## src/hdl/tprb_pkg.sv

```systemverilog
`timescale 1ns / 1ps
// ----------------------------------------------------------------------------
// Timed packet ring buffer package
// Operation codes, result kinds, field widths and register indexes.
// ----------------------------------------------------------------------------
package tprb_pkg;

    localparam int OP_W       = 3;
    localparam int BYTE_W     = 8;
    localparam int TICK_W     = 16;
    localparam int LEN_W      = 7;
    localparam int KIND_W     = 2;
    localparam int SLOT_W     = 3;
    localparam int AGE_W      = 32;
    localparam int CT_W       = 16;
    localparam int S_TDATA_W  = 32;
    localparam int M_TDATA_W  = 24;
    localparam int APB_ADDR_W = 3;
    localparam int APB_DATA_W = 32;

    typedef logic [OP_W-1:0]   t_op;
    typedef logic [KIND_W-1:0] t_kind;
    typedef logic [LEN_W-1:0]  t_len;

    localparam t_op OP_WRITE = 3'd0;
    localparam t_op OP_TICK  = 3'd1;
    localparam t_op OP_FLUSH = 3'd2;
    localparam t_op OP_READ  = 3'd3;
    localparam t_op OP_PEEK  = 3'd4;

    localparam t_kind KIND_CLOSE = 2'd0;
    localparam t_kind KIND_DATA  = 2'd1;
    localparam t_kind KIND_EMPTY = 2'd2;

    localparam logic REG_CLOSE_TIME = 1'b0;

endpackage

```

## src/hdl/timed_packet_ring_buffer.sv

```systemverilog
`timescale 1ns / 1ps
// ----------------------------------------------------------------------------
// Timed packet ring buffer
// Collects bytes into a ring of packet slots held in a packet memory, closes
// slots when full, on flush or on an age timeout, and streams out the oldest
// closed packet on read or peek.
// ----------------------------------------------------------------------------
// The block works on one transaction at a time. A tick or flush passes the
// execute state; a byte write passes execute and store, and the full state
// too when the byte fills its slot; a timer close ahead of the byte adds no
// state. A read or peek passes execute, then streams the packet from the
// registered read port of the packet memory, issuing each next read while the
// byte before it is emitted; with nothing to read it ends in execute. An
// unknown operation is dropped in idle. A result waits in the output register
// while the master side stalls. The memories need no clearing after reset.
// ----------------------------------------------------------------------------
module timed_packet_ring_buffer #(
    parameter int SLOT_COUNT = 8,
    parameter int SLOT_BYTES = 64
) (
    input  logic                                 i_clk,
    input  logic                                 i_rst_n,
    input  logic                                 s_tvalid,
    output logic                                 s_tready,
    // data_byte [7:0], tick_amount [23:8], read_limit [30:24], zero [31]
    input  logic [tprb_pkg::S_TDATA_W-1:0]       s_tdata,
    // op [2:0]
    input  logic [tprb_pkg::OP_W-1:0]            s_tuser,
    output logic                                 m_tvalid,
    input  logic                                 m_tready,
    // slot_index [2:0], packet_length [9:3], out_byte [17:10],
    // overflow [18], zero [23:19]
    output logic [tprb_pkg::M_TDATA_W-1:0]       m_tdata,
    // kind [1:0]
    output logic [tprb_pkg::KIND_W-1:0]          m_tuser,
    output logic                                 m_tlast,
    input  logic                                 psel,
    input  logic                                 penable,
    input  logic                                 pwrite,
    input  logic [tprb_pkg::APB_ADDR_W-1:0]      paddr,
    input  logic [tprb_pkg::APB_DATA_W-1:0]      pwdata,
    output logic [tprb_pkg::APB_DATA_W-1:0]      prdata,
    output logic                                 pready
);
    import tprb_pkg::*;

    localparam int SW    = $clog2(SLOT_COUNT);
    localparam int DEPTH = SLOT_COUNT * SLOT_BYTES;
    localparam int AW    = (DEPTH > 1) ? $clog2(DEPTH) : 1;
    localparam logic [AW-1:0]    SB_A      = AW'(SLOT_BYTES);
    localparam logic [SW-1:0]    LAST_SLOT = SW'(SLOT_COUNT - 1);
    localparam logic [SW-1:0]    MAX_HELD  = SW'(SLOT_COUNT - 1);
    localparam t_len             SB_LEN    = LEN_W'(SLOT_BYTES);
    localparam logic             TC_LAST   = (SLOT_BYTES != 1);

    localparam logic [2:0] ST_IDLE  = 3'd0;
    localparam logic [2:0] ST_EXEC  = 3'd1;
    localparam logic [2:0] ST_STORE = 3'd2;
    localparam logic [2:0] ST_FULL  = 3'd3;
    localparam logic [2:0] ST_READ  = 3'd4;

    function automatic logic [SW-1:0] f_next_slot(input logic [SW-1:0] s);
        if (s == LAST_SLOT) begin
            return '0;
        end
        return s + SW'(1);
    endfunction

    logic [2:0]        r_state, n_state;
    t_op               r_op, n_op;
    logic [BYTE_W-1:0] r_byte, n_byte;
    t_len              r_limit, n_limit;
    logic [AGE_W-1:0]  r_age, n_age;
    logic [CT_W-1:0]   r_close_time;
    logic [SW-1:0]     r_write_slot, n_write_slot;
    logic [SW-1:0]     r_read_slot, n_read_slot;
    t_len              r_fill, n_fill;
    logic [SW-1:0]     r_held, n_held;
    t_len              r_len, n_len;
    t_len              r_num, n_num;
    t_len              r_issue, n_issue;
    logic              r_q_valid, n_q_valid;

    logic              r_out_valid, n_out_valid;
    t_kind             r_out_kind, n_out_kind;
    logic [SW-1:0]     r_out_slot, n_out_slot;
    t_len              r_out_len, n_out_len;
    logic [BYTE_W-1:0] r_out_byte, n_out_byte;
    logic              r_out_last, n_out_last;
    logic              r_out_ovf, n_out_ovf;

    logic [BYTE_W-1:0] r_pkt_mem [DEPTH];
    logic [BYTE_W-1:0] r_mem_q;
    t_len              r_len_mem [SLOT_COUNT];
    t_len              r_len_q;

    logic              w_accept;
    logic              w_out_free;
    logic              w_timer_hit;
    logic              w_do_close;
    logic              w_close_last;
    logic              w_mem_we;
    logic              w_mem_re;
    logic              w_rd_emit;
    logic              w_rd_issue;
    logic              w_rd_done;
    logic [AGE_W:0]    w_age_sum;
    logic [AW-1:0]     w_waddr;
    logic [AW-1:0]     w_raddr;
    logic              w_cfg_we;

    assign s_tready   = (r_state == ST_IDLE);
    assign w_accept   = s_tvalid && s_tready;
    assign w_out_free = !r_out_valid || m_tready;
    assign w_age_sum  = {1'b0, r_age} + (AGE_W + 1)'(s_tdata[23:8]);
    assign w_timer_hit = (r_fill != '0) && (r_close_time != '0) &&
                         (r_age >= AGE_W'(r_close_time));
    assign w_waddr = AW'(r_write_slot) * SB_A + AW'(r_fill);
    assign w_raddr = AW'(r_read_slot) * SB_A + AW'(r_issue);
    assign w_rd_emit  = (r_state == ST_READ) && r_q_valid && w_out_free;
    assign w_rd_issue = (r_state == ST_READ) && (r_issue < r_num) &&
                        (!r_q_valid || w_rd_emit);
    assign w_rd_done  = w_rd_emit && (r_issue == r_num);

    assign w_cfg_we = psel && penable && pwrite && pready &&
                      (paddr[2] == REG_CLOSE_TIME);
    assign pready   = 1'b1;
    assign prdata   = (paddr[2] == REG_CLOSE_TIME) ?
                      APB_DATA_W'(r_close_time) : '0;

    always_comb begin
        n_state      = r_state;
        n_op         = r_op;
        n_byte       = r_byte;
        n_limit      = r_limit;
        n_age        = r_age;
        n_write_slot = r_write_slot;
        n_read_slot  = r_read_slot;
        n_fill       = r_fill;
        n_held       = r_held;
        n_len        = r_len;
        n_num        = r_num;
        n_issue      = r_issue;
        n_q_valid    = r_q_valid;
        n_out_valid  = r_out_valid && !m_tready;
        n_out_kind   = r_out_kind;
        n_out_slot   = r_out_slot;
        n_out_len    = r_out_len;
        n_out_byte   = r_out_byte;
        n_out_last   = r_out_last;
        n_out_ovf    = r_out_ovf;
        w_do_close   = 1'b0;
        w_close_last = 1'b1;
        w_mem_we     = 1'b0;
        w_mem_re     = w_rd_issue;

        case (r_state)
            ST_IDLE: begin
                if (w_accept) begin
                    n_op    = s_tuser;
                    n_byte  = s_tdata[7:0];
                    n_limit = s_tdata[30:24];
                    if (s_tuser == OP_TICK) begin
                        n_age = w_age_sum[AGE_W] ? '1 : w_age_sum[AGE_W-1:0];
                    end
                    if (s_tuser inside {[OP_WRITE:OP_PEEK]}) begin
                        n_state = ST_EXEC;
                    end
                end
            end
            ST_EXEC: begin
                case (r_op)
                    OP_WRITE: begin
                        if (!w_timer_hit) begin
                            n_state = ST_STORE;
                        end else if (w_out_free) begin
                            w_do_close   = 1'b1;
                            w_close_last = TC_LAST;
                            n_state      = ST_STORE;
                        end
                    end
                    OP_TICK: begin
                        if (!w_timer_hit) begin
                            n_state = ST_IDLE;
                        end else if (w_out_free) begin
                            w_do_close = 1'b1;
                            n_state    = ST_IDLE;
                        end
                    end
                    OP_FLUSH: begin
                        if (r_fill == '0) begin
                            n_state = ST_IDLE;
                        end else if (w_out_free) begin
                            w_do_close = 1'b1;
                            n_state    = ST_IDLE;
                        end
                    end
                    OP_READ, OP_PEEK: begin
                        if (r_held == '0 || r_limit == '0) begin
                            if (w_out_free) begin
                                n_out_valid = 1'b1;
                                n_out_kind  = KIND_EMPTY;
                                n_out_slot  = r_read_slot;
                                n_out_len   = '0;
                                n_out_byte  = '0;
                                n_out_last  = 1'b1;
                                n_out_ovf   = 1'b0;
                                n_state     = ST_IDLE;
                            end
                        end else begin
                            n_len     = r_len_q;
                            n_num     = (r_len_q < r_limit) ? r_len_q : r_limit;
                            n_issue   = '0;
                            n_q_valid = 1'b0;
                            n_state   = ST_READ;
                        end
                    end
                    default: begin
                        n_state = ST_IDLE;
                    end
                endcase
            end
            ST_STORE: begin
                w_mem_we = 1'b1;
                n_fill   = r_fill + LEN_W'(1);
                n_state  = (r_fill + LEN_W'(1) >= SB_LEN) ? ST_FULL : ST_IDLE;
            end
            ST_FULL: begin
                if (w_out_free) begin
                    w_do_close = 1'b1;
                    n_state    = ST_IDLE;
                end
            end
            ST_READ: begin
                if (w_rd_issue) begin
                    n_issue   = r_issue + LEN_W'(1);
                    n_q_valid = 1'b1;
                end else if (w_rd_emit) begin
                    n_q_valid = 1'b0;
                end
                if (w_rd_emit) begin
                    n_out_valid = 1'b1;
                    n_out_kind  = KIND_DATA;
                    n_out_slot  = r_read_slot;
                    n_out_len   = r_len;
                    n_out_byte  = r_mem_q;
                    n_out_last  = w_rd_done;
                    n_out_ovf   = 1'b0;
                end
                if (w_rd_done) begin
                    n_state = ST_IDLE;
                    if (r_op == OP_READ) begin
                        n_read_slot = f_next_slot(r_read_slot);
                        n_held      = r_held - SW'(1);
                    end
                end
            end
            default: begin
                n_state = ST_IDLE;
            end
        endcase

        if (w_do_close) begin
            n_out_valid  = 1'b1;
            n_out_kind   = KIND_CLOSE;
            n_out_slot   = r_write_slot;
            n_out_len    = r_fill;
            n_out_byte   = '0;
            n_out_last   = w_close_last;
            n_write_slot = f_next_slot(r_write_slot);
            n_fill       = '0;
            n_age        = '0;
            if (r_held == MAX_HELD) begin
                n_read_slot = f_next_slot(r_read_slot);
                n_held      = MAX_HELD;
                n_out_ovf   = 1'b1;
            end else begin
                n_held    = r_held + SW'(1);
                n_out_ovf = 1'b0;
            end
        end
    end

    always_ff @(posedge i_clk) begin
        if (!i_rst_n) begin
            r_state      <= ST_IDLE;
            r_age        <= '0;
            r_close_time <= '0;
            r_write_slot <= '0;
            r_read_slot  <= '0;
            r_fill       <= '0;
            r_held       <= '0;
            r_q_valid    <= 1'b0;
            r_out_valid  <= 1'b0;
        end else begin
            r_state      <= n_state;
            r_age        <= n_age;
            r_write_slot <= n_write_slot;
            r_read_slot  <= n_read_slot;
            r_fill       <= n_fill;
            r_held       <= n_held;
            r_q_valid    <= n_q_valid;
            r_out_valid  <= n_out_valid;
            if (w_cfg_we) begin
                r_close_time <= pwdata[CT_W-1:0];
            end
        end
    end

    always_ff @(posedge i_clk) begin
        r_op       <= n_op;
        r_byte     <= n_byte;
        r_limit    <= n_limit;
        r_len      <= n_len;
        r_num      <= n_num;
        r_issue    <= n_issue;
        r_out_kind <= n_out_kind;
        r_out_slot <= n_out_slot;
        r_out_len  <= n_out_len;
        r_out_byte <= n_out_byte;
        r_out_last <= n_out_last;
        r_out_ovf  <= n_out_ovf;
    end

    always_ff @(posedge i_clk) begin
        if (w_mem_we) begin
            r_pkt_mem[w_waddr] <= r_byte;
        end
        if (w_mem_re) begin
            r_mem_q <= r_pkt_mem[w_raddr];
        end
    end

    always_ff @(posedge i_clk) begin
        if (w_do_close) begin
            r_len_mem[r_write_slot] <= r_fill;
        end
        r_len_q <= r_len_mem[r_read_slot];
    end

    assign m_tvalid = r_out_valid;
    assign m_tuser  = r_out_kind;
    assign m_tlast  = r_out_last;
    assign m_tdata  = {5'b0, r_out_ovf, r_out_byte, r_out_len, SLOT_W'(r_out_slot)};

    a_fill_bound: assert property (@(posedge i_clk) disable iff (!i_rst_n)
        (r_state == ST_IDLE) |-> (r_fill < SB_LEN))
        else $error("slot fill reached the slot size while idle");

    a_read_needs_packet: assert property (@(posedge i_clk) disable iff (!i_rst_n)
        (r_state == ST_READ) |-> (r_held != '0) && (r_num != '0))
        else $error("packet streaming without a closed packet");

    a_overflow_on_close: assert property (@(posedge i_clk) disable iff (!i_rst_n)
        (r_out_valid && r_out_ovf) |-> (r_out_kind == KIND_CLOSE))
        else $error("overflow flag on a result that is not a close event");

    a_close_effect: assert property (@(posedge i_clk) disable iff (!i_rst_n)
        w_do_close |=> (r_held != '0) && (r_fill == '0) && (r_age == '0))
        else $error("close did not empty the fill slot or record the packet");

endmodule
```

## config.mk

```make
export PLATFORM = sky130hd
export DESIGN_NAME = timed_packet_ring_buffer
export DESIGN_NICKNAME = d
export VERILOG_FILES = /design/src/hdl/tprb_pkg.sv /design/src/hdl/timed_packet_ring_buffer.sv
export SDC_FILE = /design/constraint.sdc
export NUM_CORES = 2
export LEC_CHECK = 0
export BUFFER_PORTS_ARGS = -buffer_cell sky130_fd_sc_hd__clkbuf_2
export CAP_MARGIN = 20
export CORE_MARGIN = 2
export CORE_UTILIZATION = 26
export DETAILED_ROUTE_END_ITERATION = 10
export PLACE_DENSITY = 0.46
export SETUP_SLACK_MARGIN = 0.05
export SYNTH_ARGS = -nofsm -noshare
export SYNTH_HDL_FRONTEND = slang
export SYNTH_MEMORY_MAX_BITS = 65536
export SYNTH_SLANG_ARGS = --single-unit
```

## constraint.sdc

```tcl
create_clock -name i_clk -period 9.1 [get_ports i_clk]
set_input_delay 1.82 -clock i_clk [delete_from_list [all_inputs] [get_ports i_clk]]
set_output_delay 1.82 -clock i_clk [all_outputs]
set_load 0.02 [all_outputs]
```

==> impl_metrics.csv <==
group,metric,value,unit
clock_network,cts_resized,0,
pwr,powerDensity,209,nW/µm²
cells_and_area,nNetsFinal,8485,
sta,worstMarginPinSlew,1.29,ns
sta,slew-limit-headroom,13.9,%
yosys,yosysUniqueCellTypes,72,
cells_and_area,drive_above_1_share,23.5,%
clock_network,cts_root_buf,"clkbuf_16",
die,rows,295,
placed_design,globalplace.congestion,0.803,
sta,maxSlewViolCount,0,
sta,rsz0062_at_grt,"false",
die,die_w,809,µm
clock_network,ctsHoldBuffers,0,
pwr,peakVddDrop,156,µV
yosys,synth_edf_count,4210,
clock_network,postCtsSetupBuffers,0,
grt,grt_pass1_wl,683000,µm
die,start_util,26.1,%
yosys,yosys_warnings,0,
clock_network,cts-htree-levels,5,
clock_network,cts_tree,"built",
die,die_h,809,µm
yosys,syn_inst,8096,
grt,grt_remaining_overflow,0,
placed_design,hpwl,298000,µm
cells_and_area,syn2layout_area_growth,15.0,%
yosys,seq_area_frac_synth,76.0,%
placed_design,place_ws,3.49,ns
sta,period_minus_slack,5.47,ns
clock_network,clock_sinks,4297,
cells_and_area,final_cells,17325,
worst_hold_path,hp-class,"reg -> reg",
critical_path,cp.required,9.85,ns
yosys,syn_area_per_cell,20.8,µm²
clock_network,insertion_delay,1.04,ns
yosys,synthFlopType,"edfxtp_1",
pwr,p_leak,59.2,nW
detailed_routing,drtAntennaViolNets,0,
detailed_routing,drt_iter0_drc,9309,
grt,grt_pass1_vias,84969,
critical_path,path_max_fanout,34,
detailed_routing,wl_per_cell,28.4,µm
cells_and_area,layout_commonest_cell,"edfxtp_1",
grt,antenna_found_initial,32,
critical_path,r2r_cells,10,
die,dieArea,655000,µm²
sta,setup_viol,0,
sta,final_hold_viol_count,0,
sta,clock-skew-final,0.0837,ns
critical_path,worstPathArrival,6.22,ns
sta,worst_slack,3.63,ns
critical_path,cp-end-kind,"flop",
sta,tns,0,ns
detailed_routing,via_per_inst,4.77,
yosys,syn_area,169000,µm²
sta,fmax,0.183,GHz
detailed_routing,dr.pass1.iters,6,
die,ios,139,
grt,grt_max_degree,205,
worst_hold_path,min_delay_path_depth,2,
critical_path,critPathKind,"reg -> reg",
sta,timing.final.crit_share,60.1,%
clock_network,clkSlewWorstSetupHoldPaths,0.06,ns
grt,track_usage,14.6,%
yosys,ys_ff_latch,4297,
detailed_routing,drc,0,
cells_and_area,final_cell_mix,"4210 x edfxtp_1, 1049 x mux4_2, 639 x nor2_1, 440 x clkbuf_16, 346 x mux2i_1",
outcome,status,"finished clean",
job,drv_cap,0,
placed_design,io_buffers,97,
die,core_area,646000,µm²
yosys,async_flop_share,0,%
clock_network,cts_made_buffers,437,
detailed_routing,routed-via-count,82555,
detailed_routing,wirelength,493000,µm
placed_design,place_inst,16519,
clock_network,cts_buffer_depth,4,
critical_path,cp-start-kind,"flop",
==> where the power goes <==
group	switching, mW	internal (mW)
Clock	7.76	10.3
Sequential	0.0194	21.8
Combinational	0.493	0.0751
Total	8.27	32.1
==> path summary, 6_finish.rpt <==
check,start,endpoint,slack (ns)
min,r_out_byte[6]$_SDFFE_PP0P_,r_out_byte[6]$_SDFFE_PP0P_,0.46
max reg2reg,r_issue[0]$_SDFFCE_PN0P_,r_mem_q[6]$_DFFE_PP_,3.63
max,r_issue[0]$_SDFFCE_PN0P_,r_mem_q[6]$_DFFE_PP_,3.63
min reg2reg,r_out_byte[6]$_SDFFE_PP0P_,r_out_byte[6]$_SDFFE_PP0P_,0.46
==> metrics by stage <==
stage                     util [%]  total power [mW]  area, µm²  hold slack [ns]
final                         30.0              40.4     194000            0.464
after global placement        27.8              22.8     179000            0.454
after floorplan                  -              22.7     169000            0.416
after detailed placement      27.8              22.8     179000            0.461
after global routing          30.0              41.5     194000            0.498
after CTS                     30.0              40.8     194000            0.470
==> cells by family (layout without fill, tap and decap cells) <==
group | count (synthesis) | count (layout) | synth area share (%)
AO/OA/AOI/OAI | 623 | 623 | 2.58
XOR/XNOR | 30 | 30 | 0.156
adder cells (fa/ha/maj) | 62 | 62 | 0.465
buffers and inverters | 559 | 1149 | 1.73
flip-flops | 4297 | 4297 | 76.0
multiplexers | 1425 | 1425 | 16.3
other | 2 | 28 | 0.00446
AND/OR/NAND/NOR | 1098 | 1098 | 2.75
==> worst max-delay path: stages (launching register included) <==
cell,delay (ns)
edfxtp_1,0.83
buf_16,0.23
buf_4,0.62
buf_4,0.64
mux4_2,0.60
mux4_2,0.54
nor2_1,0.12
a311oi_1,0.07
a211oi_2,0.73
nor3_1,0.24
or4_1,0.48
==> registers in the layout (all words and copies together) (netlist names), 3 cells and up <==
signal	count
r_pkt_mem	4096
r_len_mem	56
r_age	32
r_close_time	16
r_byte	8
r_mem_q	8
r_out_byte	8
r_fill	7
r_issue	7
r_len	7
r_len_q	7
r_limit	7
r_num	7
r_out_len	7
r_held	3
r_op	3
r_out_slot	3
r_read_slot	3
r_state	3
r_write_slot	3
==> area by class of cell <==
type,instances,area [µm²]
sequential,4297,128000
antenna,6,15.0
multi-input combinational,3260,37900
timing repair buffer,299,2450
clock buffer,538,11400
inverter,51,206
tap,8613,10800
fill,62321,452000
clock inverter,261,2780
==> Yosys cell counts, types with 17 or more instances <==
cell / n / area, µm²
buf_6: 53 / 597
a22oi_1: 68 / 510
ha_1: 61 / 763
o211ai_1: 17 / 128
nor4_1: 19 / 119
nor3_1: 46 / 230
mux2i_1: 346 / 3460
buf_1: 38 / 143
dfxtp_1: 87 / 1740
nand4_1: 18 / 113
clkbuf_1: 242 / 908
mux4_2: 1049 / 23600
a221oi_1: 67 / 587
nand2_1: 208 / 781
buf_2: 100 / 500
a21boi_0: 21 / 158
a221o_1: 23 / 230
a31oi_1: 25 / 156
a22o_1: 20 / 175
nor2b_1: 27 / 169
buf_4: 74 / 556
a21o_1: 25 / 188
mux2_2: 24 / 270
o21ai_0: 69 / 345
a211oi_1: 46 / 345
inv_1: 50 / 188
nor2_1: 648 / 2430
a21oi_1: 124 / 621
edfxtp_1: 4210 / 126000
nand2b_1: 21 / 131
nand3_1: 61 / 305
o22ai_1: 37 / 231
==> routing by layer <==
| layer | wire (µm) | track usage, % | vias to the layer above |
|---|---|---|---|
| met2 | 239000 | 24.3 | 2928 |
| met1 | 208000 | 19.6 | 44854 |
| met4 | 15200 | 4.13 | 8 |
| li1 | - | - | 34078 |
| met5 | 55 | 0 | - |
| met3 | 30200 | 2.33 | 687 |
No activity file was read; power rests on OpenSTA's default activity.
